==> config.mk <==
export PLATFORM = sky130hd
export DESIGN_NAME = top_off_valve_controller_flat
export DESIGN_NICKNAME = d
export VERILOG_FILES = /design/src/rtl/tov_pkg.sv /design/src/rtl/tov_if.sv /design/src/rtl/tov_cfg.sv /design/src/rtl/tov_ctrl.sv /design/src/rtl/top_off_valve_controller.sv /design/src/flat_wrapper.sv
export SDC_FILE = /design/constraint.sdc
export NUM_CORES = 1
export LEC_CHECK = 0
export BUFFER_PORTS_ARGS = -buffer_cell sky130_fd_sc_hd__buf_2
export CAP_MARGIN = 15
export CELL_PAD_IN_SITES_DETAIL_PLACEMENT = 0
export CELL_PAD_IN_SITES_GLOBAL_PLACEMENT = 2
export CORE_ASPECT_RATIO = 1.5
export CORE_UTILIZATION = 34
export DETAILED_ROUTE_END_ITERATION = 10
export PLACE_DENSITY = 0.75
export SYNTH_ARGS = -nofsm -noshare
export SYNTH_HDL_FRONTEND = slang
export SYNTH_SLANG_ARGS = --single-unit
==> constraint.sdc <==
create_clock -name clk_i -period 3.62 [get_ports clk_i]
set_input_delay 0.181 -clock clk_i [delete_from_list [all_inputs] [get_ports clk_i]]
set_output_delay 0.181 -clock clk_i [all_outputs]
set_load 0.1 [all_outputs]
==> src/rtl/tov_pkg.sv <==
// ----------------------------------------------------------------------------
// tov_pkg: shared types and constants of the top-off valve controller
// Item kinds, register map, register reset values and default sizes.
// ----------------------------------------------------------------------------
package tov_pkg;

  // Default sizes
  localparam int unsigned AlarmWindowDefault     = 8;
  localparam int unsigned SamplesPerCheckDefault = 8;

  // Field widths
  localparam int unsigned FuncW      = 2;
  localparam int unsigned SampleW    = 12;
  localparam int unsigned ThresholdW = 12;
  localparam int unsigned DelayW     = 32;
  localparam int unsigned SumW       = 16;

  // Configuration port
  localparam int unsigned PaddrW = 3;
  localparam int unsigned PdataW = 32;

  // Register reset values
  localparam logic [ThresholdW-1:0] ThresholdReset = 12'd2048;
  localparam logic [DelayW-1:0]     DelayReset     = 32'd5000;

  // Item kinds; the fourth code changes nothing
  typedef enum logic [FuncW-1:0] {
    FuncTick  = 2'd0,
    FuncAlarm = 2'd1,
    FuncLevel = 2'd2
  } func_e;

  // Register indexes, taken from paddr[2]
  typedef enum logic {
    RegOptoThreshold = 1'b0,
    RegValveDelay    = 1'b1
  } reg_e;

  // Register contents handed to the controller
  typedef struct packed {
    logic [ThresholdW-1:0] opto_threshold;
    logic [DelayW-1:0]     valve_delay;
  } cfg_t;

endpackage

==> src/rtl/tov_if.sv <==
// ----------------------------------------------------------------------------
// tov_in_if / tov_out_if: item and result channels
// Valid/ready channels carrying one request or one result.
// ----------------------------------------------------------------------------
interface tov_in_if;
  logic                         valid;
  logic                         ready;
  logic [tov_pkg::FuncW-1:0]    func;
  logic                         alarm_bit;
  logic [tov_pkg::SampleW-1:0]  level_sample;

  modport source (output valid, func, alarm_bit, level_sample, input ready);
  modport sink   (input valid, func, alarm_bit, level_sample, output ready);
endinterface

interface tov_out_if;
  logic valid;
  logic ready;
  logic valve_open;
  logic alarm_active;
  logic level_full;
  logic valve_changed;

  modport source (output valid, valve_open, alarm_active, level_full, valve_changed,
                  input ready);
  modport sink   (input valid, valve_open, alarm_active, level_full, valve_changed,
                  output ready);
endinterface

==> src/rtl/tov_cfg.sv <==
// ----------------------------------------------------------------------------
// tov_cfg: configuration registers
// APB-style register file holding the level threshold and the valve delay.
// ----------------------------------------------------------------------------
module tov_cfg (
  input  logic                         clk_i,
  input  logic                         rst_ni,
  input  logic                         psel,
  input  logic                         penable,
  input  logic                         pwrite,
  input  logic [tov_pkg::PaddrW-1:0]   paddr,
  input  logic [tov_pkg::PdataW-1:0]   pwdata,
  output logic [tov_pkg::PdataW-1:0]   prdata,
  output logic                         pready,
  output tov_pkg::cfg_t                cfg_o
);

  logic                              wr_en;
  tov_pkg::reg_e                     reg_sel;
  logic [tov_pkg::ThresholdW-1:0]    threshold_q;
  logic [tov_pkg::DelayW-1:0]        delay_q;

  assign pready  = 1'b1;
  assign wr_en   = psel && penable && pwrite;
  assign reg_sel = tov_pkg::reg_e'(paddr[2]);

  // Write on the access phase
  always_ff @(posedge clk_i or negedge rst_ni) begin
    if (!rst_ni) begin
      threshold_q <= tov_pkg::ThresholdReset;
      delay_q     <= tov_pkg::DelayReset;
    end else if (wr_en) begin
      unique case (reg_sel)
        tov_pkg::RegOptoThreshold: threshold_q <= pwdata[tov_pkg::ThresholdW-1:0];
        tov_pkg::RegValveDelay:    delay_q     <= pwdata[tov_pkg::DelayW-1:0];
        default:                   delay_q     <= delay_q;
      endcase
    end
  end

  // Read back the selected register
  always_comb begin
    unique case (reg_sel)
      tov_pkg::RegOptoThreshold:
        prdata = {{(tov_pkg::PdataW-tov_pkg::ThresholdW){1'b0}}, threshold_q};
      tov_pkg::RegValveDelay:    prdata = delay_q;
      default:                   prdata = '0;
    endcase
  end

  assign cfg_o.opto_threshold = threshold_q;
  assign cfg_o.valve_delay    = delay_q;

endmodule

==> src/rtl/tov_ctrl.sv <==
// ----------------------------------------------------------------------------
// tov_ctrl: valve control datapath
// Input register, controller state, one pass of update logic, result register.
// ----------------------------------------------------------------------------
module tov_ctrl #(
  parameter int unsigned AlarmWindow     = tov_pkg::AlarmWindowDefault,
  parameter int unsigned SamplesPerCheck = tov_pkg::SamplesPerCheckDefault
) (
  input  logic          clk_i,
  input  logic          rst_ni,
  input  tov_pkg::cfg_t cfg_i,
  tov_in_if.sink        in_i,
  tov_out_if.source     out_o
);

  localparam int unsigned CntW = $clog2(SamplesPerCheck + 1);
  localparam int unsigned LimW = tov_pkg::SumW + 1;
  localparam logic [CntW-1:0] CntLast = CntW'(SamplesPerCheck);
  localparam logic [LimW-1:0] LimScale = LimW'(SamplesPerCheck);

  // Input register
  logic                           s1_valid_q;
  logic [tov_pkg::FuncW-1:0]      s1_func_q;
  logic                           s1_abit_q;
  logic [tov_pkg::SampleW-1:0]    s1_samp_q;
  logic                           advance;

  // Controller state
  logic [tov_pkg::DelayW-1:0]     elapsed_q, elapsed_d;
  logic                           valve_q, valve_d;
  logic [AlarmWindow-1:0]         win_q, win_d;
  logic                           alarm_q, alarm_d;
  logic [tov_pkg::SumW-1:0]       sum_q, sum_d;
  logic [CntW-1:0]                cnt_q, cnt_d;
  logic                           full_q, full_d;
  logic                           changed;

  // Result register
  logic                           r_valid_q;
  logic                           r_valve_q, r_alarm_q, r_full_q, r_changed_q;

  // Update terms
  logic                           hold_done;
  logic [AlarmWindow:0]           win_shift;
  logic [tov_pkg::SumW-1:0]       sum_add;
  logic [CntW-1:0]                cnt_inc;
  logic [LimW-1:0]                full_lim;
  logic                           level_over;

  // Move an item on when the result register is free or being drained
  assign advance    = s1_valid_q && (!r_valid_q || out_o.ready);
  assign in_i.ready = !s1_valid_q || advance;

  // Capture the request
  always_ff @(posedge clk_i or negedge rst_ni) begin
    if (!rst_ni) begin
      s1_valid_q <= 1'b0;
    end else if (in_i.ready) begin
      s1_valid_q <= in_i.valid;
    end
  end

  always_ff @(posedge clk_i) begin
    if (in_i.ready && in_i.valid) begin
      s1_func_q <= in_i.func;
      s1_abit_q <= in_i.alarm_bit;
      s1_samp_q <= in_i.level_sample;
    end
  end

  // Valve may move only once the hold time is strictly exceeded
  assign hold_done = elapsed_q > cfg_i.valve_delay;
  assign win_shift = {win_q, s1_abit_q};
  assign sum_add   = sum_q + tov_pkg::SumW'(s1_samp_q);
  assign cnt_inc   = cnt_q + CntW'(1);
  // average above threshold  <=>  sum >= (threshold + 1) * samples
  assign full_lim  = (LimW'(cfg_i.opto_threshold) + LimW'(1)) * LimScale;
  assign level_over = {1'b0, sum_add} >= full_lim;

  // One update pass per item
  always_comb begin
    elapsed_d = elapsed_q;
    valve_d   = valve_q;
    win_d     = win_q;
    alarm_d   = alarm_q;
    sum_d     = sum_q;
    cnt_d     = cnt_q;
    full_d    = full_q;
    changed   = 1'b0;
    unique case (tov_pkg::func_e'(s1_func_q))
      tov_pkg::FuncTick: begin
        if (elapsed_q != '1) begin
          elapsed_d = elapsed_q + tov_pkg::DelayW'(1);
        end
      end
      tov_pkg::FuncAlarm: begin
        win_d   = win_shift[AlarmWindow-1:0];
        alarm_d = &win_shift[AlarmWindow-1:0];
        if (alarm_d && valve_q && hold_done) begin
          valve_d   = 1'b0;
          elapsed_d = '0;
          changed   = 1'b1;
        end
      end
      tov_pkg::FuncLevel: begin
        if (valve_q) begin
          if (cnt_inc == CntLast) begin
            full_d = level_over;
            sum_d  = '0;
            cnt_d  = '0;
            if (level_over && hold_done) begin
              valve_d   = 1'b0;
              elapsed_d = '0;
              changed   = 1'b1;
            end
          end else begin
            sum_d = sum_add;
            cnt_d = cnt_inc;
          end
        end else if (hold_done) begin
          // Sample ignored while closed; try to open
          valve_d   = 1'b1;
          elapsed_d = '0;
          changed   = 1'b1;
        end
      end
      default: begin
        changed = 1'b0;
      end
    endcase
  end

  // Commit state as the item moves to the result register
  always_ff @(posedge clk_i or negedge rst_ni) begin
    if (!rst_ni) begin
      elapsed_q <= '0;
      valve_q   <= 1'b0;
      win_q     <= '0;
      alarm_q   <= 1'b0;
      sum_q     <= '0;
      cnt_q     <= '0;
      full_q    <= 1'b0;
    end else if (advance) begin
      elapsed_q <= elapsed_d;
      valve_q   <= valve_d;
      win_q     <= win_d;
      alarm_q   <= alarm_d;
      sum_q     <= sum_d;
      cnt_q     <= cnt_d;
      full_q    <= full_d;
    end
  end

  // Hold the result until taken
  always_ff @(posedge clk_i or negedge rst_ni) begin
    if (!rst_ni) begin
      r_valid_q <= 1'b0;
    end else if (advance) begin
      r_valid_q <= 1'b1;
    end else if (out_o.ready) begin
      r_valid_q <= 1'b0;
    end
  end

  always_ff @(posedge clk_i) begin
    if (advance) begin
      r_valve_q   <= valve_d;
      r_alarm_q   <= alarm_d;
      r_full_q    <= full_d;
      r_changed_q <= changed;
    end
  end

  assign out_o.valid         = r_valid_q;
  assign out_o.valve_open    = r_valve_q;
  assign out_o.alarm_active  = r_alarm_q;
  assign out_o.level_full    = r_full_q;
  assign out_o.valve_changed = r_changed_q;

endmodule

==> src/rtl/top_off_valve_controller.sv <==
// ----------------------------------------------------------------------------
// top_off_valve_controller: tank top-off fill valve controller
// Debounces the alarm float switch, averages optical level samples and drives
// the fill valve with a minimum hold time between changes.
// ----------------------------------------------------------------------------
// Path: an accepted item is captured in the input register, then moves to the
//   result register, where it is held until taken.
// Throughput: one item per cycle while results are taken; the update pass between
//   the input register and the result register holds no iteration.
// Reset: controller state clears, the valve is closed, registers return to
//   threshold 2048 and delay 5000 ticks; items are taken right after reset.
module top_off_valve_controller #(
  parameter int unsigned AlarmWindow     = tov_pkg::AlarmWindowDefault,
  parameter int unsigned SamplesPerCheck = tov_pkg::SamplesPerCheckDefault
) (
  input  logic                        clk_i,
  input  logic                        rst_ni,
  input  logic                        psel,
  input  logic                        penable,
  input  logic                        pwrite,
  input  logic [tov_pkg::PaddrW-1:0]  paddr,
  input  logic [tov_pkg::PdataW-1:0]  pwdata,
  output logic [tov_pkg::PdataW-1:0]  prdata,
  output logic                        pready,
  tov_in_if.sink                      in_i,
  tov_out_if.source                   out_o
);

  tov_pkg::cfg_t cfg;

  // Register file
  tov_cfg u_cfg (
    .clk_i   (clk_i),
    .rst_ni  (rst_ni),
    .psel    (psel),
    .penable (penable),
    .pwrite  (pwrite),
    .paddr   (paddr),
    .pwdata  (pwdata),
    .prdata  (prdata),
    .pready  (pready),
    .cfg_o   (cfg)
  );

  // Valve control datapath
  tov_ctrl #(
    .AlarmWindow     (AlarmWindow),
    .SamplesPerCheck (SamplesPerCheck)
  ) u_ctrl (
    .clk_i  (clk_i),
    .rst_ni (rst_ni),
    .cfg_i  (cfg),
    .in_i   (in_i),
    .out_o  (out_o)
  );

endmodule
==> src/flat_wrapper.sv <==
// flat-port wrapper written by rule: the top's interface ports become plain ports
module top_off_valve_controller_flat 
#(
  parameter int unsigned AlarmWindow     = tov_pkg::AlarmWindowDefault,
  parameter int unsigned SamplesPerCheck = tov_pkg::SamplesPerCheckDefault
)
  (clk_i, rst_ni, psel, penable, pwrite, paddr, pwdata, prdata, pready, in_i_valid, in_i_func, in_i_alarm_bit, in_i_level_sample, in_i_ready, out_o_valid, out_o_valve_open, out_o_alarm_active, out_o_level_full, out_o_valve_changed, out_o_ready);
  tov_in_if in_i_i ();
  tov_out_if out_o_i ();
  input  logic clk_i;
  input  logic rst_ni;
  input  logic psel;
  input  logic penable;
  input  logic pwrite;
  input  logic [tov_pkg::PaddrW-1:0] paddr;
  input  logic [tov_pkg::PdataW-1:0] pwdata;
  output logic [tov_pkg::PdataW-1:0] prdata;
  output logic pready;
  input wire logic [$bits(in_i_i.valid)-1:0] in_i_valid;
  input wire logic [$bits(in_i_i.func)-1:0] in_i_func;
  input wire logic [$bits(in_i_i.alarm_bit)-1:0] in_i_alarm_bit;
  input wire logic [$bits(in_i_i.level_sample)-1:0] in_i_level_sample;
  output wire logic [$bits(in_i_i.ready)-1:0] in_i_ready;
  output wire logic [$bits(out_o_i.valid)-1:0] out_o_valid;
  output wire logic [$bits(out_o_i.valve_open)-1:0] out_o_valve_open;
  output wire logic [$bits(out_o_i.alarm_active)-1:0] out_o_alarm_active;
  output wire logic [$bits(out_o_i.level_full)-1:0] out_o_level_full;
  output wire logic [$bits(out_o_i.valve_changed)-1:0] out_o_valve_changed;
  input wire logic [$bits(out_o_i.ready)-1:0] out_o_ready;
  assign in_i_i.valid = in_i_valid;
  assign in_i_i.func = in_i_func;
  assign in_i_i.alarm_bit = in_i_alarm_bit;
  assign in_i_i.level_sample = in_i_level_sample;
  assign in_i_ready = in_i_i.ready;
  assign out_o_valid = out_o_i.valid;
  assign out_o_valve_open = out_o_i.valve_open;
  assign out_o_alarm_active = out_o_i.alarm_active;
  assign out_o_level_full = out_o_i.level_full;
  assign out_o_valve_changed = out_o_i.valve_changed;
  assign out_o_i.ready = out_o_ready;
  top_off_valve_controller #(.AlarmWindow(AlarmWindow), .SamplesPerCheck(SamplesPerCheck)) u_core (.clk_i(clk_i), .rst_ni(rst_ni), .psel(psel), .penable(penable), .pwrite(pwrite), .paddr(paddr), .pwdata(pwdata), .prdata(prdata), .pready(pready), .in_i(in_i_i), .out_o(out_o_i));
endmodule
# Yosys cells after proc, flatten, opt, wreduce, memory -nomap -nowiden
# Index checks and enable logic that the tools add are counted.
[classes]
n_addsub = 4
n_lt_le_gt_ge = 2
eq_ne = 9
n_mux = 27
bitwise_logic = 1
n_reduce_logical = 20
[op_table]
columns = ["op", "n"]
rows = [
  ["32-bit two-way mux", 6],
  ["32-bit case mux with 3 select lines", 1],
  ["32-bit case mux with 2 select lines", 1],
  ["32-bit by 1-bit adder with 32-bit output, second input constant", 1],
  ["32-bit greater-than comparator", 1],
  ["32-bit inequality test, second input constant", 1],
  ["16-bit by 12-bit adder with 16-bit output", 1],
  ["16-bit >= comparator", 1],
  ["16-bit two-way mux", 1],
  ["1-bit two-way mux", 15],
  ["12-bit by 1-bit adder with 13-bit output, second input constant", 1],
  ["3-bit inequality test, second input constant", 3],
  ["8-bit AND reduction", 1],
  ["1-bit logical AND", 7],
  ["7-bit AND reduction", 1],
  ["2-bit AND reduction", 3],
  ["4-bit by 1-bit adder with 4-bit output, second input constant", 1],
  ["4-bit == test, second input constant", 1],
  ["4-bit two-way mux", 1],
  ["2-bit inequality test, second input constant", 2],
  ["1-bit case mux with 2 select lines", 2],
  ["3-bit AND reduction", 1],
  ["3-bit nonzero test", 1],
  ["2-bit by 1-bit == test with 1-bit output, second input constant", 1],
  ["other kinds (6)", 8],
]
[word_totals]
regBits = 127
input_bits = 57
output_inout_bits = 39
wordCells = 81

# Longest topological paths before layout
# Gate-level depths: netlist of the first run.
[logic_depth]
depth_word = 7
depth_mapped = 18
ltp_nobuf = 17

# By module
# Synthesis of the first run repeated with hierarchy kept, for this count alone.
[hier_totals]
cells_unflattened = 824
area_unflattened_um2 = 8270.4
[by_module_without_submodules]
columns = ["mod", "instances", "cells_each", "area_each_um2", "seq_area_each_um2"]
rows = [
  ["tov_ctrl", 1, 692, 6168.4, 2172.1],
  ["tov_cfg", 1, 132, 2102.0, 1108.6],
]

# Worst setup path before layout of the first run
# OpenSTA, ideal clock, no wires.
[synth_timing]
kind = "flip-flop to flip-flop"
startpoint = "register u_core.u_ctrl.s1_samp_q[0] (netlist name)"
endpoint = "register u_core.u_ctrl.elapsed_q[0] (netlist name)"
setup_ps = 125
arrival_time_ps = 3613
setup_slack_ps = -118
path_stages_with_launch = 18
path_buffers = 0
cell_sequence = "edfxtp_1 ha_1 fa_1 a21o_1 a21oi_1 o21ai_1 a31oi_1 a21oi_1 nand3_1 xnor2_1 ha_1 and3_1 a31oi_1 nand3_1 or3_1 a31o_1 nand2_4 mux2_4"
[synth_between]
elab_chain_len = 5
[synth_rtl]
columns = ["element", "line_no", "text"]
rows = [
  ["start, declared", "tov_ctrl.sv:25", "logic [tov_pkg::SampleW-1:0] s1_samp_q;"],
  ["start signal, assigned", "tov_ctrl.sv:67", "s1_samp_q <= in_i.level_sample;"],
  ["16-bit by 12-bit adder with 16-bit output", "tov_ctrl.sv:74", "assign sum_add = sum_q + tov_pkg::SumW'(s1_samp_q);"],
  ["16-bit >= comparator", "tov_ctrl.sv:78", "assign level_over = {1'b0, sum_add} >= full_lim;"],
  ["1-bit logical AND", "tov_ctrl.sv:111", "if (level_over && hold_done) begin"],
  ["3-bit inequality test (no line)", "n/a", ""],
  ["7-bit AND reduction (no line)", "n/a", ""],
  ["end signal, assigned", "tov_ctrl.sv:144", "elapsed_q <= elapsed_d;"],
  ["end, declared", "tov_ctrl.sv:29", "logic [tov_pkg::DelayW-1:0] elapsed_q, elapsed_d;"],
]
# Every way passes these cells.
# A chain may end at the register's enable or synchronous reset.

# Final worst setup path of the first run
[layout_timing]
startpoint = "register u_core.u_ctrl.sum_q[0] (netlist name)"
endpoint = "register u_core.u_ctrl.elapsed_q[1] (netlist name)"
[layout_between]
elab_chain_len = 5
[layout_rtl]
columns = ["element", "line_no", "text"]
rows = [
  ["start, declared", "tov_ctrl.sv:33", "logic [tov_pkg::SumW-1:0] sum_q, sum_d;"],
  ["start signal, assigned", "tov_ctrl.sv:148", "sum_q <= sum_d;"],
  ["16-bit by 12-bit adder with 16-bit output", "tov_ctrl.sv:74", ""],
  ["16-bit >= comparator", "tov_ctrl.sv:78", ""],
  ["1-bit logical AND", "tov_ctrl.sv:111", ""],
  ["3-bit inequality test (no line)", "n/a", ""],
  ["7-bit AND reduction (no line)", "n/a", ""],
]
# Every way passes these cells.

==> tab_implementation.tex, run 1 <==
\begin{tabular}{lr}
\hline
Metric & Value \\
\hline
\multicolumn{2}{l}{\textbf{Run status}} \\
Run status & complete, but fails checks \\
Violated checks & setup timing \\
\multicolumn{2}{l}{\textbf{Final layout}} \\
\# diodes & 0 \\
Syn-to-layout area delta & 31.97\% \\
Fraction of layout instances using a drive strength above 1 & 0.3248 \\
Nets & between 1000 and 1500 \\
Non-Filler Cell Area, Final & between 10000 and 15000 µm² \\
\multicolumn{2}{l}{\textbf{GRT}} \\
Residual overflow from global routing & 0 \\
Via count of the first global-routing pass & 6642 \\
Pin count of the biggest net entering global routing & between 90 and 100 \\
Wire length of the first global-routing pass & $\sim$34000 µm \\
Aggregate global-route resource usage & 0.1827 \\
Initial antenna violation count & 0 \\
\multicolumn{2}{l}{\textbf{Setup path}} \\
Nature of the critical path endpoint & register \\
Dominant delay contributor by cell family on the critical path & compound AO/OA/AOI/OAI gates \\
Worst-path fanout max & 5 \\
Slowest cell delay on critical path & roughly 0.38 ns \\
Arrival time of data at the critical path endpoint & just over 4 ns \\
Kind of start point of the critical path & register \\
Crit-path slowest cell & sky130\_fd\_sc\_hd\_\_dfrtp\_1 \\
Data required time of the critical path & slightly below 4 ns \\
CP cell instances & ha\_2 > fa\_2 > a21o\_1 > a21oi\_4 > o21ai\_2 > a31oi\_2 > a21oi\_2 > nand3\_2 > xnor2\_2 > ha\_1 > and3\_4 > a31oi\_1 > nand3\_1 > or3\_4 > a31o\_4 > nand2\_4 > mux2\_4 \\
Buffers and inverters on the worst path & 0 \\
Critical path class & register to register \\
\multicolumn{2}{l}{\textbf{Timing}} \\
Setup clock skew after layout & 0.009491 ns \\
Count of endpoints failing hold in the final timing report & 0 \\
Count of pins over their slew limit & 0 \\
Unrepaired setup endpoints after global routing & yes \\
Max\_slew headroom & 0.4522 \\
Actual transition at the worst max-transition pin & approximately 0.82 ns \\
Number of setup violations in the final report & 32 \\
Max Fclk & 263.7 MHz \\
Final worst-path setup slack & -0.1728 ns \\
Final clock period utilization by the worst path & 1.048 \\
Crit path time final & roughly 3.8 ns \\
Worst hold margin & 0.02708 ns \\
\multicolumn{2}{l}{\textbf{Floorplan}} \\
Area of the die & 23750 µm² \\
Floorplan die height & around 190 µm \\
Std-Cell Core Area & $\sim$23000 µm² \\
Num ports & 96 \\
Standard-cell row count & 67 \\
Die Wd & 126.2 µm \\
Initial core utilization & 0.3487 \\
\multicolumn{2}{l}{\textbf{Route}} \\
Total number of vias & about 6400 \\
Antenna Violating Nets Remaining & 0 \\
Routed wire length & between 20000 and 25000 µm \\
Post-route DRC violation count & 0 \\
Avg WL per Cell & roughly 17 µm \\
Mean number of vias per cell & a little over 5 \\
DR iter-0 viols & 228 \\
1st-pass router iterations & 4 \\
\multicolumn{2}{l}{\textbf{Synth}} \\
Distinct cells, synth & between 60 and 70 \\
Post-synth EDFFs & 19 \\
Proportion of synthesized chip area in sequential cells & 0.4172 \\
Synthesized area per cell & about 10 µm² \\
Area contributors post-synth & sky130\_fd\_sc\_hd\_\_dfrtp\_1 (32\%), sky130\_fd\_sc\_hd\_\_ha\_1 (10\%), sky130\_fd\_sc\_hd\_\_mux2\_2 (9.5\%), sky130\_fd\_sc\_hd\_\_edfxtp\_1 (7.3\%), sky130\_fd\_sc\_hd\_\_and2\_1 (3.7\%) \\
Share of synthesized area spent on multiplexers & 0.09833 \\
Fraction of synthesized cell area taken by the top area cell type & 0.3246 \\
Share of the synthesized netlist area taken by xor and xnor gates & 0.02673 \\
Dominant combinational cell family by area after synthesis & simple AND/OR/NAND/NOR gates \\
Compound-cell area share of the yosys netlist & 0.1294 \\
Count of state elements after synthesis & roughly 130 \\
Asr flop ratio synth & 0.8504 \\
Total number of yosys warnings & 0 \\
Dominant register cell in the synthesized netlist & sky130\_fd\_sc\_hd\_\_dfrtp\_1 \\
Net Count, Synth & about 900 \\
Share of synthesized cell area in and, or, nand and nor gates & 0.1812 \\
Share of synthesized cell area in full adder, half adder and majority cells & 0.1044 \\
Cell taking the most area after synthesis & sky130\_fd\_sc\_hd\_\_dfrtp\_1 \\
Most frequent cell after synthesis & sky130\_fd\_sc\_hd\_\_dfrtp\_1 \\
Combined area of all synthesized cells & about 7900 µm² \\
Number of instances in the synthesized netlist & around 770 \\
Synth cell count leaders & sky130\_fd\_sc\_hd\_\_dfrtp\_1 (102), sky130\_fd\_sc\_hd\_\_mux2\_2 (66), sky130\_fd\_sc\_hd\_\_ha\_1 (64), sky130\_fd\_sc\_hd\_\_nand2\_1 (58) \\
\multicolumn{2}{l}{\textbf{Placed design}} \\
DP Wirelength & about 15000 µm \\
Area after DPL & approximately 9000 µm² \\
Weighted congestion reported at the end of routability-driven placement & about 0.77 \\
Port bufs & 92 \\
\multicolumn{2}{l}{\textbf{Hold path}} \\
Kind of path behind the tightest hold check & input port to register \\
\multicolumn{2}{l}{\textbf{CTS}} \\
H-tree levels & 4 \\
Clock-pin slew on the worst setup and hold paths & about 0.060 ns \\
Clock tree from TritonCTS & yes \\
Total number of clock tree sinks & approximately 130 \\
Number of buffers created by CTS & 17 \\
Maximum buffer depth of the clock tree & 2 \\
Library cell used as clock root buffer & sky130\_fd\_sc\_hd\_\_clkbuf\_16 \\
Clock latency on the worst-skew pair & about 0.42 ns \\
\multicolumn{2}{l}{\textbf{Run}} \\
Max-cap check violation count & 0 \\
\multicolumn{2}{l}{\textbf{Power}} \\
Worst IR drop on VDD & between 0.0003 and 0.0004 V \\
P per Cell Area & 519.0 nW/µm² \\
Static Leak & around 4.8 nW \\
\hline
\end{tabular}
-- per-layer routing --
metal,up-vias,global-route usage,part of all wire
met5,-,0,0
met4,0,0.05885,0.015
met3,19,0.03152,0.020
met2,90,0.3428,0.55
met1,3105,0.2069,0.41
li1,3157,-,-
-- state kept, by name (all words and copies together), names as in the netlist --
register / count
u_core.u_cfg.delay_q: 32
u_core.u_ctrl.elapsed_q: 32
u_core.u_ctrl.sum_q: 16
u_core.u_cfg.threshold_q: 12
u_core.u_ctrl.s1_samp_q: 12
u_core.u_ctrl.win_q: 7
u_core.u_ctrl.cnt_q: 4
u_core.u_ctrl.s1_func_q: 2
u_core.u_ctrl.alarm_q: 1
u_core.u_ctrl.full_q: 1
u_core.u_ctrl.out_o.alarm_active: 1
u_core.u_ctrl.out_o.level_full: 1
u_core.u_ctrl.out_o.valid: 1
u_core.u_ctrl.out_o.valve_changed: 1
u_core.u_ctrl.out_o.valve_open: 1
u_core.u_ctrl.s1_abit_q: 1
u_core.u_ctrl.s1_valid_q: 1
u_core.u_ctrl.valve_q: 1
-- worst paths after layout --
check | cells after the start | endpoint | slack (ns) | start
worst max-delay path | 17 | u_core.u_ctrl.elapsed_q[1] | -0.17 | u_core.u_ctrl.sum_q[0]
worst min-delay path | 2 | u_core.u_cfg.threshold_q[11] | 0.03 | pwdata[11]
worst max register to register | 17 | u_core.u_ctrl.elapsed_q[1] | -0.17 | u_core.u_ctrl.sum_q[0]
worst min register to register | 2 | u_core.u_ctrl.full_q | 0.47 | u_core.u_ctrl.full_q
max in group asynchronous | 3 | u_core.u_ctrl.alarm_q | 2.62 | rst_ni
min in group asynchronous | 2 | u_core.u_cfg.threshold_q[7] | 0.18 | rst_ni
-- layout by cell type (no fill, tap or decap), types with 4 or more instances in the layout --
cell type | netlist | layout
sky130_fd_sc_hd__dfrtp_1 | 102 | 102
sky130_fd_sc_hd__buf_2 | 5 | 91
sky130_fd_sc_hd__mux2_2 | 66 | 66
sky130_fd_sc_hd__buf_4 | 1 | 64
sky130_fd_sc_hd__ha_1 | 64 | 63
sky130_fd_sc_hd__nand2_1 | 58 | 58
sky130_fd_sc_hd__inv_1 | 46 | 46
sky130_fd_sc_hd__nor2_1 | 46 | 46
sky130_fd_sc_hd__and2_1 | 46 | 46
sky130_fd_sc_hd__dlygate4sd3_1 | 0 | 42
sky130_fd_sc_hd__o2bb2ai_1 | 30 | 30
sky130_fd_sc_hd__nand3_1 | 27 | 26
sky130_fd_sc_hd__a21oi_1 | 27 | 24
sky130_fd_sc_hd__a31oi_1 | 37 | 21
sky130_fd_sc_hd__clkbuf_16 | 0 | 19
sky130_fd_sc_hd__edfxtp_1 | 19 | 19
sky130_fd_sc_hd__o21ai_0 | 16 | 15
sky130_fd_sc_hd__xor2_1 | 15 | 15
sky130_fd_sc_hd__and3_1 | 15 | 14
sky130_fd_sc_hd__a31oi_2 | 1 | 14
sky130_fd_sc_hd__nand4_1 | 14 | 14
sky130_fd_sc_hd__nor3_1 | 11 | 9
sky130_fd_sc_hd__a22o_1 | 8 | 8
sky130_fd_sc_hd__xnor2_1 | 9 | 7
sky130_fd_sc_hd__nor2b_1 | 7 | 6
sky130_fd_sc_hd__dfstp_2 | 6 | 6
sky130_fd_sc_hd__nand2b_1 | 5 | 5
sky130_fd_sc_hd__a21o_1 | 4 | 4
sky130_fd_sc_hd__o21ai_1 | 4 | 4
-- stage by stage --
stage | std cells | worst slack (ns) | utilization | power [mW] | TNS [ns]
2_1_floorplan | 765 | 0.04354 | - | 3.063 | 0
3_3_place_gp | 1168 | -0.2632 | 0.4002 | 3.511 | -8.699
3_5_place_dp | 1168 | -0.3467 | 0.4002 | 3.523 | -10.96
4_1_cts | 1247 | -0.2281 | 0.4528 | 5.425 | -7.014
5_1_grt | 1249 | -0.3858 | 0.4602 | 5.673 | -11.99
6_report | 1249 | -0.1728 | 0.4602 | 5.386 | -4.809
-- what timing repair did --
item / in CTS / in global routing
hold buffers: 42 / 0
pin swaps: 12 / 11
endpoints found under the hold margin: 58 / 0
setup buffers: 4 / 1
gates resized for setup: 16 / 22
gates cloned: 1 / 0
endpoints found under the setup margin: 37 / 37
-- worst reg2reg max path, stage by stage, from the launching register on --
cell and delay [ns]:
sky130_fd_sc_hd__dfrtp_1 0.38, sky130_fd_sc_hd__ha_2 0.20, sky130_fd_sc_hd__fa_2 0.34, sky130_fd_sc_hd__a21o_1 0.19, sky130_fd_sc_hd__a21oi_4 0.17, sky130_fd_sc_hd__o21ai_2 0.08
sky130_fd_sc_hd__a31oi_2 0.22, sky130_fd_sc_hd__a21oi_2 0.14, sky130_fd_sc_hd__nand3_2 0.12, sky130_fd_sc_hd__xnor2_2 0.11, sky130_fd_sc_hd__ha_1 0.27, sky130_fd_sc_hd__and3_4 0.16
sky130_fd_sc_hd__a31oi_1 0.13, sky130_fd_sc_hd__nand3_1 0.13, sky130_fd_sc_hd__or3_4 0.35, sky130_fd_sc_hd__a31o_4 0.28, sky130_fd_sc_hd__nand2_4 0.12, sky130_fd_sc_hd__mux2_4 0.31
-- logic make-up after synthesis --
kind of cell,count (synthesis)
and+or+nand+nor,258
AOI/OAI and AO/OA,148
DFF,127
buffers and inverters,74
muxes,68
adders and majority gates,65
xor gates and xnor gates,24
other,1
-- layout make-up --
type,instances,area (µm²)
timing repair buffer,203,1465
clock inverter,7,97.59
clock buffer,25,528.0
sequential,127,3281
multi-input combinational,564,4484
inverter,47,176.4
fill,2159,12170
tap,276,345.3
-- power by group --
group	internal, mW	switching (mW)
logic	0.644	1.10
registers	1.66	0.177
clock network	1.15	0.652
total	3.46	1.92
Power figures use the tool's default switching activity.
==> run 2: changes to the inputs <==
--- a/config.mk
+++ b/config.mk
@@ -13,6 +13,7 @@
 export CORE_UTILIZATION = 34
 export DETAILED_ROUTE_END_ITERATION = 10
 export PLACE_DENSITY = 0.75
+export SETUP_SLACK_MARGIN = 0.05
 export SYNTH_ARGS = -nofsm -noshare
 export SYNTH_HDL_FRONTEND = slang
 export SYNTH_SLANG_ARGS = --single-unit
==> run 2 against run 1 <==
Compared with the run above: the flow still finishes with violations (setup timing); total power down 2.9%; cell area up 1.5%; hold slack lost 0.010 ns; non-clock buffer count is 2 higher; flip-flop and latch count unchanged; largest cell class unchanged.
==> tab_implementation.tex, run 2 (synthesis results as in run 1) <==
\begin{tabular}{lr}
\hline
Metric & Value \\
\hline
\multicolumn{2}{l}{\textbf{Route}} \\
Routed wire length & 21030 µm (+1.8\%) \\
Avg WL per Cell & 16.81 µm (+1.6\%) \\
Mean number of vias per cell & 5.114 (+0.26\%) \\
DR iter-0 viols & 238 (+4.4\%) \\
Post-route DRC violation count & 0 (unchanged) \\
1st-pass router iterations & 4 (unchanged) \\
Antenna Violating Nets Remaining & 0 (unchanged) \\
Total number of vias & 6398 (+0.42\%) \\
\multicolumn{2}{l}{\textbf{Timing}} \\
Count of pins over their slew limit & 0 (unchanged) \\
Setup clock skew after layout & 0.01035 ns (+0.0008562 ns) \\
Final worst-path setup slack & -0.1835 ns (-0.01076 ns) \\
Setup TNS Final & -5.239 ns (-0.4309 ns) \\
Max Fclk & 262.9 MHz (-0.28\%) \\
Worst hold margin & 0.01665 ns (-0.01044 ns) \\
Count of endpoints failing hold in the final timing report & 0 (unchanged) \\
Number of setup violations in the final report & 35 (+9.4\%) \\
Max\_slew headroom & 0.09056 (-0.3617) \\
Crit path time final & 3.804 ns (+0.01076 ns) \\
Unrepaired setup endpoints after global routing & yes \\
Actual transition at the worst max-transition pin & 1.354 ns (+0.5367 ns) \\
Final clock period utilization by the worst path & 1.051 (+0.002973) \\
\multicolumn{2}{l}{\textbf{CTS}} \\
Clock-pin slew on the worst setup and hold paths & 0.06 ns (about the same) \\
Clock latency on the worst-skew pair & 0.43 ns (about the same) \\
Number of buffers created by CTS & 17 (unchanged) \\
Maximum buffer depth of the clock tree & 2 (unchanged) \\
Clock tree from TritonCTS & yes \\
Library cell used as clock root buffer & sky130\_fd\_sc\_hd\_\_clkbuf\_16 \\
Total number of clock tree sinks & 127 (unchanged) \\
H-tree levels & 4 (unchanged) \\
\multicolumn{2}{l}{\textbf{Final layout}} \\
Most common library cell in the layout ignoring fill and taps & sky130\_fd\_sc\_hd\_\_dfrtp\_1 \\
Registers with the most flip-flops & u\_core.u\_cfg.delay\_q (32), u\_core.u\_ctrl.elapsed\_q (32), u\_core.u\_ctrl.sum\_q (16) \\
Nets & 1084 (+0.18\%) \\
Fraction of layout instances using a drive strength above 1 & 0.3426 (+0.01780) \\
Non-Filler Cell Area, Final & 10530 µm² (+1.5\%) \\
Syn-to-layout area delta & 33.91\% \\
\# diodes & 0 (unchanged) \\
Most used cells in the layout excluding fill and tap cells & sky130\_fd\_sc\_hd\_\_dfrtp\_1 (102), sky130\_fd\_sc\_hd\_\_buf\_2 (91), sky130\_fd\_sc\_hd\_\_mux2\_2 (65) \\
\multicolumn{2}{l}{\textbf{Setup path}} \\
Slowest cell delay on critical path & 0.43 ns (+0.05 ns) \\
Critical path class & register to register \\
Arrival time of data at the critical path endpoint & 4.11 ns (about the same) \\
Reg2Reg Setup Slack & -0.18 ns (about the same) \\
First element of the critical path & u\_core.u\_ctrl.s1\_samp\_q[0] \\
Crit-path slowest cell & sky130\_fd\_sc\_hd\_\_edfxtp\_1 \\
Nature of the critical path endpoint & register \\
Capture point of the worst reg-to-reg path & u\_core.u\_ctrl.elapsed\_q[8] \\
Logic depth of the worst register-to-register path & 18 (+1) \\
Worst-path fanout max & 7 (+2) \\
Kind of start point of the critical path & register \\
Data required time of the critical path & 3.92 ns (about the same) \\
Timing endpoint of the critical path & u\_core.u\_ctrl.elapsed\_q[8] \\
CP cell instances & ha\_4 > fa\_2 > a21o\_1 > a21oi\_4 > o21ai\_2 > a31oi\_4 > a21oi\_4 > nand3\_2 > xnor2\_2 > ha\_1 > and3\_4 > a31oi\_1 > nand3\_1 > or3\_4 > a31o\_4 > clkbuf\_16 > a31oi\_1 > o2bb2ai\_1 \\
Startpoint of the worst register-to-register path & u\_core.u\_ctrl.s1\_samp\_q[0] \\
\multicolumn{2}{l}{\textbf{Power}} \\
Switching portion of total power & 0.3754 (+0.01808) \\
Switching power summed over all nets & 1.964 mW (+2.0\%) \\
P per Cell Area & 496.8 nW/µm² (-4.3\%) \\
Static Leak & 4.862 nW (+0.34\%) \\
Relative contribution of sequential cells to total power & 0.353 (+0.011) \\
Part of the total power dissipated in the clock network & 0.301 (-0.034) \\
Worst IR drop on VDD & 0.0003427 V (-11\%) \\
Power share of the combinational group & 0.346 (+0.023) \\
Final Power & 5.232 mW (-2.9\%) \\
Internal cell power & 3.268 mW (-5.6\%) \\
\multicolumn{2}{l}{\textbf{Placed design}} \\
Area after DPL & 8994 µm² (-0.33\%) \\
Worst slack at placement & -0.3632 ns (-0.01643 ns) \\
DP Wirelength & 14570 µm (-2.1\%) \\
Port bufs & 92 (unchanged) \\
Weighted congestion reported at the end of routability-driven placement & 0.8064 (+4.4\%) \\
\multicolumn{2}{l}{\textbf{GRT}} \\
Aggregate global-route resource usage & 0.1857 (+0.002963) \\
Via count of the first global-routing pass & 6587 (-0.83\%) \\
Residual overflow from global routing & 0 (unchanged) \\
Initial antenna violation count & 0 (unchanged) \\
Pin count of the biggest net entering global routing & 86 (-9.5\%) \\
Wire length of the first global-routing pass & 34080 µm (+1.5\%) \\
\multicolumn{2}{l}{\textbf{Run status}} \\
Violated checks & setup timing \\
Run status & complete, but fails checks \\
\multicolumn{2}{l}{\textbf{Floorplan}} \\
Num ports & 96 (unchanged) \\
Std-Cell Core Area & 22550 µm² (unchanged) \\
Die Wd & 126.2 µm (unchanged) \\
Area of the die & 23750 µm² (unchanged) \\
Initial core utilization & 0.3487 (unchanged) \\
Standard-cell row count & 67 (unchanged) \\
Floorplan die height & 188.3 µm (unchanged) \\
\multicolumn{2}{l}{\textbf{Run}} \\
Max-cap check violation count & 0 (unchanged) \\
\multicolumn{2}{l}{\textbf{Hold path}} \\
Kind of path behind the tightest hold check & input port to register \\
\hline
\end{tabular}
run 2: changes by cell type in the layout (fill, tap and decap cells not counted), moves of 2 or more:
cell                        delta
sky130_fd_sc_hd__o2bb2ai_1     -4
sky130_fd_sc_hd__bufinv_16     -2
sky130_fd_sc_hd__a21oi_1       -2
sky130_fd_sc_hd__clkbuf_8      -2
sky130_fd_sc_hd__clkinv_4      -2
sky130_fd_sc_hd__o2bb2ai_2     +4
sky130_fd_sc_hd__a31oi_1       -7
sky130_fd_sc_hd__clkinv_2      +6
sky130_fd_sc_hd__inv_4         +2
sky130_fd_sc_hd__a31oi_4      +11
sky130_fd_sc_hd__a31oi_2       -4
run 2: area by class of cell:
cell class,count,area [µm²]
Clock buffer,21,471.7
Clock inverter,11,62.56
Fill cell,2164,12020
Inverter,47,176.4
Multi-Input combinational cell,564,4684
Sequential cell,127,3281
Tap cell,276,345.3
Timing Repair Buffer,205,1509
run 2: power by group through the flow:
stage / registers, mW / logic (mW) / clock network [mW]
floorplan: 1.84 / 1.22 / 0
global placement: 1.86 / 1.66 / 0
detailed placement: 1.87 / 1.67 / 0
CTS: 1.84 / 1.77 / 1.62
global route: 1.87 / 1.97 / 1.68
finish: 1.84 / 1.81 / 1.58
run 2: worst min path at each step:
stage                     from                           to  slack, ns  depth (start not counted)
finish              pwdata[11]     u_core.u_cfg.delay_q[11]       0.02                          2
global route        pwdata[11]     u_core.u_cfg.delay_q[11]      0.006                          2
CTS                  pwdata[0]  u_core.u_cfg.threshold_q[0]     0.0009                          2
detailed placement      rst_ni     u_core.u_cfg.delay_q[11]       0.12                          1
global placement        rst_ni     u_core.u_cfg.delay_q[11]       0.11                          1
floorplan               rst_ni      u_core.u_cfg.delay_q[0]      -0.11                          0
run 2: timing repair:
action / 4_1_cts / 5_1_grt
buffers inserted: 9 / 3
cloned: 1 / 1
endpoints found under the hold margin: 69 / 0
pin swaps: 13 / 11
resized for setup: 23 / 37
endpoints found under the setup margin: 37 / 37
hold buffers: 43 / 0
run 2: per-layer routing:
layer / wire, µm / vias up / GRT usage
met3: 486 / 20 / 0.02953
met2: 11450 / 105 / 0.3428
li1: - / 3176 / -
met1: 8791 / 3097 / 0.2159
met4: 301 / 0 / 0.06163
met5: 0 / - / 0
run 2: critical path: cells and delay by family, from the launching register on:
family,cells,cell delay [ns]
flip-flops,1,0.43
buffers and inverters,1,0.20
AND/OR/NAND/NOR,4,0.72
adder cells (fa/ha/maj),3,0.85
XOR/XNOR,1,0.06
AO/OA/AOI/OAI,9,1.43
run 2: through the flow:
stage / util / instances
after floorplan: - / 765
after global placement: 0.3988 / 1162
after detailed placement: 0.3988 / 1162
after CTS: 0.4512 / 1247
after global routing: 0.4670 / 1251
final: 0.4670 / 1251
==> run 3: changes to the inputs <==
--- a/config.mk
+++ b/config.mk
@@ -5,14 +5,14 @@
 export SDC_FILE = /design/constraint.sdc
 export NUM_CORES = 1
 export LEC_CHECK = 0
-export BUFFER_PORTS_ARGS = -buffer_cell sky130_fd_sc_hd__buf_2
 export CAP_MARGIN = 15
 export CELL_PAD_IN_SITES_DETAIL_PLACEMENT = 0
 export CELL_PAD_IN_SITES_GLOBAL_PLACEMENT = 2
 export CORE_ASPECT_RATIO = 1.5
-export CORE_UTILIZATION = 34
+export CORE_UTILIZATION = 38
 export DETAILED_ROUTE_END_ITERATION = 10
-export PLACE_DENSITY = 0.75
+export DONT_BUFFER_PORTS = 1
+export PLACE_DENSITY = 0.76
 export SETUP_SLACK_MARGIN = 0.05
 export SYNTH_ARGS = -nofsm -noshare
 export SYNTH_HDL_FRONTEND = slang
==> run 3 against run 2 <==
Compared with the run above: the run still ends with setup timing left; core utilization grew 1.5 points; cell area shrank 7.0%; global-route usage grew 1.1 points; clock power is essentially flat; clock-buffer cell count grew 5; first-iteration DRC count grew 14%; sequential share of layout area grew 2.3 points; via count shrank 4.4%; setup slack lost 0.022 ns; clock skew shrank 0.0042 ns; total power shrank 2.1%; routed wire length shrank 4.4%; critical endpoint is now u_core.u_ctrl.elapsed_q[22]; largest power group unchanged.
==> tab_implementation.tex, run 3 (synthesis results as in run 1) <==
\begin{tabular}{lr}
\hline
Metric & Value \\
\hline
\multicolumn{2}{l}{\textbf{Run}} \\
Max-cap check violation count & 0 (unchanged) \\
\multicolumn{2}{l}{\textbf{Timing}} \\
Worst hold margin & 0.2685 ns (+0.2519 ns) \\
Max Fclk & 261.4 MHz (-0.57\%) \\
Actual transition at the worst max-transition pin & 1.121 ns (-0.2329 ns) \\
Setup clock skew after layout & 0.006131 ns (-0.004216 ns) \\
Final worst-path setup slack & -0.2054 ns (-0.02190 ns) \\
Final clock period utilization by the worst path & 1.057 (+0.006050) \\
Count of endpoints failing hold in the final timing report & 0 (unchanged) \\
Unrepaired setup endpoints after global routing & yes \\
Max\_slew headroom & 0.2525 (+0.1619) \\
Count of pins over their slew limit & 0 (unchanged) \\
Crit path time final & 3.825 ns (+0.02190 ns) \\
Number of setup violations in the final report & 35 (unchanged) \\
\multicolumn{2}{l}{\textbf{Route}} \\
1st-pass router iterations & 4 (unchanged) \\
Avg WL per Cell & 17.71 µm (+5.4\%) \\
DR iter-0 viols & 272 (+14\%) \\
Post-route DRC violation count & 0 (unchanged) \\
Mean number of vias per cell & 5.387 (+5.3\%) \\
Routed wire length & 20110 µm (-4.4\%) \\
Antenna Violating Nets Remaining & 0 (unchanged) \\
Total number of vias & 6114 (-4.4\%) \\
\multicolumn{2}{l}{\textbf{Power}} \\
Worst IR drop on VDD & 0.0003867 V (+13\%) \\
P per Cell Area & 522.8 nW/µm² (+5.2\%) \\
Static Leak & 4.377 nW (-10\%) \\
Final Power & 5.120 mW (-2.1\%) \\
\multicolumn{2}{l}{\textbf{Final layout}} \\
Nets & 980 (-9.6\%) \\
\# diodes & 0 (unchanged) \\
Most common library cell in the layout ignoring fill and taps & sky130\_fd\_sc\_hd\_\_dfrtp\_1 \\
Fraction of layout instances using a drive strength above 1 & 0.2365 (-0.1061) \\
Most used cells in the layout excluding fill and tap cells & sky130\_fd\_sc\_hd\_\_dfrtp\_1 (102), sky130\_fd\_sc\_hd\_\_mux2\_2 (65), sky130\_fd\_sc\_hd\_\_ha\_1 (62) \\
Area taken by flip-flops and latches & 3281 µm² (unchanged) \\
Multi-input combinational cell area & 4503 µm² (-3.9\%) \\
Registers with the most flip-flops & u\_core.u\_cfg.delay\_q (32), u\_core.u\_ctrl.elapsed\_q (32), u\_core.u\_ctrl.sum\_q (16) \\
Syn-to-layout area delta & 24.53\% \\
Filler cell count & 1897 (-12\%) \\
\multicolumn{2}{l}{\textbf{Hold path}} \\
Kind of path behind the tightest hold check & input port to register \\
Instance count along the most critical hold path & 3 (+1) \\
Terminating pin of the worst hold path & u\_core.u\_ctrl.s1\_valid\_q \\
Hold\_sp & out\_o\_ready \\
\multicolumn{2}{l}{\textbf{Setup path}} \\
Critical path class & register to register \\
Crit-path slowest cell & sky130\_fd\_sc\_hd\_\_edfxtp\_1 \\
Arrival time of data at the critical path endpoint & 4.11 ns (about the same) \\
Nature of the critical path endpoint & register \\
Data required time of the critical path & 3.91 ns (about the same) \\
Capture point of the worst reg-to-reg path & u\_core.u\_ctrl.elapsed\_q[22] \\
Slowest cell delay on critical path & 0.37 ns (-0.06 ns) \\
Kind of start point of the critical path & register \\
Startpoint of the worst register-to-register path & u\_core.u\_ctrl.s1\_samp\_q[0] \\
CP cell instances & ha\_2 > fa\_2 > a21o\_1 > a21oi\_2 > o21ai\_2 > a31oi\_4 > nor2b\_4 > xnor2\_2 > ha\_1 > nand4\_1 > a221oi\_2 > a31oi\_1 > nand3\_1 > or3\_4 > a31o\_4 > buf\_12 > a31oi\_1 > o2bb2ai\_1 \\
Worst-path fanout max & 15 (+8) \\
CP dominant cell by count & sky130\_fd\_sc\_hd\_\_a31oi\_1 \\
Reg2Reg Setup Slack & -0.21 ns (-0.02 ns) \\
Logic depth of the worst register-to-register path & 18 (unchanged) \\
\multicolumn{2}{l}{\textbf{CTS}} \\
Clock tree from TritonCTS & yes \\
Total number of clock tree sinks & 127 (unchanged) \\
Clock latency on the worst-skew pair & 0.42 ns (about the same) \\
Maximum buffer depth of the clock tree & 2 (unchanged) \\
Clock-pin slew on the worst setup and hold paths & 0.06 ns (about the same) \\
H-tree levels & 4 (unchanged) \\
Library cell used as clock root buffer & sky130\_fd\_sc\_hd\_\_clkbuf\_16 \\
Number of buffers created by CTS & 17 (unchanged) \\
\multicolumn{2}{l}{\textbf{Placed design}} \\
Weighted congestion reported at the end of routability-driven placement & 0.8354 (+3.6\%) \\
Port bufs & 0 (-100\%) \\
DP Wirelength & 14290 µm (-1.9\%) \\
\multicolumn{2}{l}{\textbf{GRT}} \\
Wire length of the first global-routing pass & 32280 µm (-5.3\%) \\
Pin count of the biggest net entering global routing & 109 (+27\%) \\
Residual overflow from global routing & 0 (unchanged) \\
Via count of the first global-routing pass & 6415 (-2.6\%) \\
Aggregate global-route resource usage & 0.1965 (+0.01085) \\
Initial antenna violation count & 0 (unchanged) \\
\multicolumn{2}{l}{\textbf{Floorplan}} \\
Standard-cell row count & 64 (-4.5\%) \\
Initial core utilization & 0.3866 (+0.03791) \\
Floorplan die height & 178.2 µm (-5.4\%) \\
Std-Cell Core Area & 20340 µm² (-9.8\%) \\
Num ports & 96 (unchanged) \\
Die Wd & 119.5 µm (-5.3\%) \\
Area of the die & 21290 µm² (-10\%) \\
\multicolumn{2}{l}{\textbf{Run status}} \\
Violated checks & setup timing \\
Run status & complete, but fails checks \\
\hline
\end{tabular}
run 3: cell types whose count changed in the layout (fill, tap and decap cells not counted), sizes merged:
cell         previous run  this run
dlygate4sd3            43        50
inv                    49        47
clkinv                  7         3
buf                   161        50
clkbuf                 22        27
bufinv                  0         1
run 3: cell type report:
class	count	share of cell area
clock buffers	26	0.04996
clock inverters	6	0.006133
inverters	47	0.01801
multi-input cells	564	0.4598
flip-flops and latches	127	0.3350
well taps	264	0.03373
repair buffers	101	0.09736
run 3: how the worst max path moves through the flow:
| stage | slack [ns] | from | depth (start not counted) | end |
|---|---|---|---|---|
| after floorplan | 0.07 | u_core.u_ctrl.s1_samp_q[0] | 17 | u_core.u_ctrl.elapsed_q[0] |
| after global routing | -0.41 | u_core.u_ctrl.s1_samp_q[0] | 18 | u_core.u_ctrl.elapsed_q[18] |
| after CTS | -0.21 | u_core.u_ctrl.s1_samp_q[0] | 18 | u_core.u_ctrl.elapsed_q[28] |
| after detailed placement | -0.44 | u_core.u_ctrl.s1_samp_q[0] | 18 | u_core.u_ctrl.elapsed_q[28] |
| after global placement | -0.41 | u_core.u_ctrl.s1_samp_q[0] | 18 | u_core.u_ctrl.elapsed_q[30] |
| final | -0.21 | u_core.u_ctrl.s1_samp_q[0] | 18 | u_core.u_ctrl.elapsed_q[22] |
run 3: where the power goes:
part | switching (mW) | internal (mW) | total, mW
clock network | 0.618 | 0.995 | 1.61
logic | 1.06 | 0.580 | 1.64
registers | 0.200 | 1.67 | 1.87
run 3: critical path, delay by kind of cell (launching register included):
kind            cells  cell delay (ns)
buf+inv             1             0.17
compound gates      9             1.41
xor+xnor            1             0.13
flops               1             0.37
fa+ha+maj           3             0.82
simple gates        4             0.78
run 3: timing repair:
| item | in CTS | in global routing |
|---|---|---|
| gates resized for setup | 20 | 21 |
| pin swaps | 14 | 4 |
| hold endpoints to repair | 169 | 0 |
| setup buffers | 2 | 1 |
| hold buffers | 51 | 0 |
| cloned | 0 | 1 |
| endpoints found under the setup margin | 37 | 37 |
run 3: routing by layer:
metal	vias to the layer above	track usage	share of wire
met4	0	0.07500	0.020
met5	-	0	0
met3	24	0.03772	0.028
met1	3022	0.2092	0.39
met2	94	0.3769	0.56
li1	2974	-	-
run 3: stage by stage:
step                      std cells  cell area [µm²]  setup WS (ns)  TNS, ns  utilization
final                          1135             9793        -0.2054   -6.129       0.4815
after global routing           1135             9793        -0.4119   -13.72       0.4815
after CTS                      1133             9624        -0.2063   -5.859       0.4732
after detailed placement       1048             8432        -0.4431   -14.60       0.4146
after global placement         1048             8432        -0.4075   -13.99       0.4146
after floorplan                 765             7884        0.07297        0            -
